===== src/hw/rtl/pcnt_ram.sv =====
// ----------------------------------------------------------------------------
// pcnt_ram
// Generic single-write, single-read RAM with registered read data.
// ----------------------------------------------------------------------------
module pcnt_ram #(
	parameter int WIDTH = 16,
	parameter int DEPTH = 16,
	localparam int ADDR_W = (DEPTH > 1) ? $clog2(DEPTH) : 1
) (
	input  logic              clk,
	input  logic              wr_en,
	input  logic [ADDR_W-1:0] wr_addr,
	input  logic [WIDTH-1:0]  wr_data,
	input  logic              rd_en,
	input  logic [ADDR_W-1:0] rd_addr,
	output logic [WIDTH-1:0]  rd_data
);

	logic [WIDTH-1:0] mem_q [DEPTH];
	logic [WIDTH-1:0] rd_data_q;

	always_ff @(posedge clk) begin
		if (wr_en) begin
			mem_q[wr_addr] <= wr_data;
		end
		if (rd_en) begin
			rd_data_q <= mem_q[rd_addr];
		end
	end

	assign rd_data = rd_data_q;

endmodule


===== config.mk =====
export PLATFORM = sky130hd
export DESIGN_NAME = pcnt_ram
export DESIGN_NICKNAME = d
export VERILOG_FILES = /design/src/hw/rtl/pcnt_ram.sv
export SDC_FILE = /design/constraint.sdc
export NUM_CORES = 1
export LEC_CHECK = 0
export BUFFER_PORTS_ARGS = -buffer_cell sky130_fd_sc_hd__buf_2
export CORE_UTILIZATION = 35
export CTS_BUF_LIST = sky130_fd_sc_hd__clkbuf_16
export DETAILED_ROUTE_END_ITERATION = 16
export SYNTH_ARGS = -nofsm -noshare
export SYNTH_HDL_FRONTEND = slang
export SYNTH_SLANG_ARGS = --single-unit

===== constraint.sdc =====
create_clock -name clk -period 2.6 [get_ports clk]
set_clock_uncertainty 0.15 [all_clocks]
set_input_delay 0.52 -clock clk [delete_from_list [all_inputs] [get_ports clk]]
set_output_delay 0.52 -clock clk [all_outputs]
set_load 0.01 [all_outputs]

---- After elaboration in Yosys (flattened, before gate mapping) ----
Memory sizes are Yosys's and may differ from the RTL's. A register that Yosys moved wholly into a read port is not among the register bits.
Cells that the tools add are included.
operators by class
  muxes and demuxes ....................... 2
operator list
  operator  number
  $mux W1   2
storage, ports and cells
  memories ................................ 1
  input port bits ......................... 27
  output and inout port bits .............. 16
  word-level logic and storage cells ...... 3
  memory bits (writable) .................. 256
  register bits after elaboration ......... 0
memories
  memory  depth  width  read ports  clocked after memory_dff  write ports  line  RTL
  mem_q   16     16     1           1                         1            19    logic [WIDTH-1:0] mem_q [DEPTH];

---- Logic depth before layout (Yosys ltp) ----
  depth after elaboration ................. 2
  depth in mapped cells ................... 5
  mapped depth without buffers ............ 3

---- Worst setup path after synthesis ----
Ideal clock, no wire load.
  path type ............................... in2reg
  start ................................... in wr_addr[2]
  end ..................................... mem mem_q[0][0], enable pin
  stages .................................. 2
  library setup time ...................... 0.409 ns
  path slack .............................. -0.125 ns
  data arrival time ....................... 2.166 ns
  path through ............................ or3b_2 -> nor3_1
RTL lines
  what             line  RTL
  start, declared  12    input logic [ADDR_W-1:0] wr_addr,
  end, declared    19
No word-level cell before the write port.

---- Final worst setup path ----
  start ................................... reg rd_data_q[5], in the netlist rd_data[5] (read register of mem_q)
  end ..................................... out rd_data[5]
RTL lines
  what             line  RTL
  start, declared  20    logic [WIDTH-1:0] rd_data_q;
  end, declared    16    output logic [WIDTH-1:0] rd_data
No word-level cell between the ends.

==> results.txt <==
* Top cells by area, synth: sky130_fd_sc_hd__edfxtp_1 (80%), sky130_fd_sc_hd__mux4_2 (12%), sky130_fd_sc_hd__mux4_1 (2.6%)
- The number of gates resized after CTS was 0.
* Number of pins with negative max-slew slack in the final report: 0
- Number of DRC markers in iteration 0: 470
* DR WL/cell: roughly 24 µm
- Post-CTS Setup Repair Bufs: 0
* Number of fill cells: 2,494
* Post-synthesis net count: 459
* Standard cell core area: between 20,000 and 30,000 µm²
* Worst reg2reg endpoint: rd_data[14]
- Clock slew seen by the registers of the worst setup and hold paths: around 0.06 ns
- RR Startpoint: mem_q[11][14]
* Final setup fails: 0
* Maximum cell stage delay along the critical path: roughly 0.43 ns
* Worst endpoint data arrival time: approximately 1.1 ns
- Largest net degree at the start of global routing: 39
* Outcome: complete, no violations
* Worst hold margin: between 0.2 and 0.25 ns
- Maximum clock frequency: between 500 and 600 MHz
- Number of buffers inserted by port buffering: between 40 and 50
- CP max stage cell: sky130_fd_sc_hd__edfxtp_1
- Of the post-synthesis cell area, the dominant cell type holds about 80%.
* Setup TNS Final: 0 ns
- The worst pin sits at a relative slew slack of between 30% and 40%.
* Die footprint: 29,800 µm²
* Number of global-route vias before repair: between 4,000 and 5,000
- Ys Warns: 0
* Cell at the root of the clock tree: sky130_fd_sc_hd__clkbuf_16
- Slew @ Worst Pin: 0.990 ns
* Height of the chip: 173 µm
- Power per cell area: slightly below 800 nW/µm²
- Total of flip-flops plus latches after synthesis: between 200 and 300
* Kind of start point of the critical path: register
- CTS H-tree lvls: 1
- Sum of net half-perimeters after detailed placement: 12,000 µm
* 1st-pass router iterations: 4
- The critical path ends at rd_data[5].
* Number of remaining DRC errors: 0
* Max clock buf depth: 3
- Final #Nets: roughly 540
- In the detailed route, the total length drawn on met3 is 1940 µm.
- For this run the aggregate overflow at the end of global routing stands at 0.
- In the final layout, the share of cells above drive strength 1 is roughly 34%.
- Static Leakage: between 3 and 4 nW
- Crit path time final: around 1.8 ns
* Worst-skew pair later-pin latency: roughly 0.52 ns
- Counting the buffers created by CTS gives 27.
- The number of hold-slack violations in the final timing report is 0.
- Compared with the post-synthesis result, the final layout area differs by 17.7%.
- CTS sink cnt: roughly 270
- Antenna diode count: 0
* Number of hold-repair buffers added at the cts stage: 0
- After layout, the worst path uses ~70% of the clock period.
* Amount of wire on met2 after detailed routing: between 10,000 and 15,000 µm
* Average size of a mapped cell: ~24 µm²
* Max_cap viols: 0
- First-pass GRT wire length: roughly 32,000 µm
- between 40 and 50 I/O pins were placed.
* Number of nets still failing antenna checks after routing: 0
- Length of routed wiring on met1: 8400 µm
- For the worst flop-to-flop path, the logic depth is 3.
- After detailed routing, no signal wire sits above met5.
- Initial Util: 35.5%
* Worst-case setup margin in the final layout: 0.813 ns
* Top fanout value on the critical path: 1
- At the end of routability-driven placement, the weighted congestion stood at ~0.73.
- Worst setup slack before clock tree synthesis: about 0.31 ns
* Antenna violations before repair: 1
* Setup Crit Path Kind: reg -> out
- The final route contains 4,667 vias.
- The floorplan has 62 rows.
- Number of vias per cell after detailed routing: 5.11
* Setup repair after global routing missed its margin: false
- Synthesis instantiated 18 different standard cells from the library.
- IR analysis of the VDD net gives a maximum drop of between 0.4 and 0.5 mV.
- Clock tree from TritonCTS: done
- The largest total area in the synthesized netlist belongs to sky130_fd_sc_hd__edfxtp_1.
* Internal reg-to-reg setup slack: 1.00 ns
- In this run the number of cells on the critical path is 1.
- Syn Inst Count: approximately 430
* Most common library cell in the layout ignoring fill and taps: sky130_fd_sc_hd__edfxtp_1
- On the critical path the largest part of the delay comes from flip-flops.
* Die Wd: roughly 170 µm
* Class of the tightest hold or removal check: in -> reg
* Cell breakdown of the critical path: buf_2
- Most frequent cells in the layout: sky130_fd_sc_hd__edfxtp_1 (272), sky130_fd_sc_hd__mux4_2 (54), sky130_fd_sc_hd__buf_2 (41), sky130_fd_sc_hd__a22oi_1 (32), sky130_fd_sc_hd__clkbuf_16 (27)
- Global routing used between 10% and 20% of the available tracks.
* Data required, critical path: ~1.9 ns
- In this run the worst setup path begins at rd_data[5].
- Summed instance area of the synthesized netlist: between 10,000 and 15,000 µm²
* Proportion of synthesized chip area in sequential cells: 80.0%
- STA classifies the critical path endpoint as an output pin.
- The final layout contains routed wiring with a total length of around 22,000 µm.
* Bufs and invs on worst path: 1
## logic make-up (layout without fill, tap and decap cells)
| logic type | count (synthesis) | count (layout) | share of synthesized area (%) |
|---|---|---|---|
| AOI/OAI and AO/OA | 32 | 32 | 2.35 |
| buffers and inverters | 21 | 118 | 1.21 |
| DFF | 272 | 272 | 80.0 |
| muxes | 64 | 64 | 14.5 |
| and+or+nand+nor | 43 | 43 | 1.89 |
## Yosys cell counts
cell type	count
sky130_fd_sc_hd__buf_1	3
sky130_fd_sc_hd__buf_2	3
sky130_fd_sc_hd__nor3_1	4
sky130_fd_sc_hd__clkbuf_1	8
sky130_fd_sc_hd__nand2b_1	2
sky130_fd_sc_hd__or3b_2	1
sky130_fd_sc_hd__buf_6	4
sky130_fd_sc_hd__nand3b_1	2
sky130_fd_sc_hd__nand2_1	17
sky130_fd_sc_hd__nand3_1	1
sky130_fd_sc_hd__a22oi_1	32
sky130_fd_sc_hd__edfxtp_1	272
sky130_fd_sc_hd__mux4_1	10
sky130_fd_sc_hd__and2_1	1
sky130_fd_sc_hd__buf_4	3
sky130_fd_sc_hd__nor2b_1	2
sky130_fd_sc_hd__mux4_2	54
sky130_fd_sc_hd__nor2_1	13
## state kept, by name (all words and copies together) (netlist names)
| name | flops |
|---|---|
| mem_q | 256 |
| rd_data | 16 |
## how the worst min path moves through the flow
stage	start	to	slack (ns)	cells past startpoint
after floorplan	wr_data[0]	mem_q[0][0]	0.47	0
after global placement	mem_q[14][8]	rd_data[8]	0.57	3
after detailed placement	mem_q[6][3]	rd_data[3]	0.58	3
after CTS	wr_data[11]	mem_q[15][11]	0.21	1
after global routing	wr_data[4]	mem_q[15][4]	0.22	1
final	wr_data[11]	mem_q[15][11]	0.22	1
## through the flow
stage	std cells	cell area, µm²	util (%)	power, W
global placement	864	11100	38.7	0.00550
detailed placement	864	11100	38.7	0.00551
floorplan	432	10200	-	0.00530
CTS	913	12000	41.9	0.00942
finish	913	12000	41.9	0.00934
global route	913	12000	41.9	0.00965
## power by group
part	switching [W]	leakage, nW	internal (W)	total (W)
clock	0.00155	0.455	0.00238	0.00393
sequential	0.0000263	2.47	0.00494	0.00497
combinational	0.000257	0.958	0.000185	0.000442
## routing by layer
layer / up-vias / global-route usage, %
li1: 2001 / -
met1: 2442 / 20.4
met2: 185 / 24.6
met3: 37 / 2.46
met4: 2 / 4.24
met5: - / 0
## final cells by class
type	count	area (µm²)	area share (%)
Timing Repair Buffer	69	490	4.08
Clock buffer	27	676	5.62
Tap cell	384	480	4.00
Clock inverter	22	230	1.92
Sequential cell	272	8170	68.0
Multi-Input combinational cell	139	1970	16.4
Power figures use the tool's default switching activity.
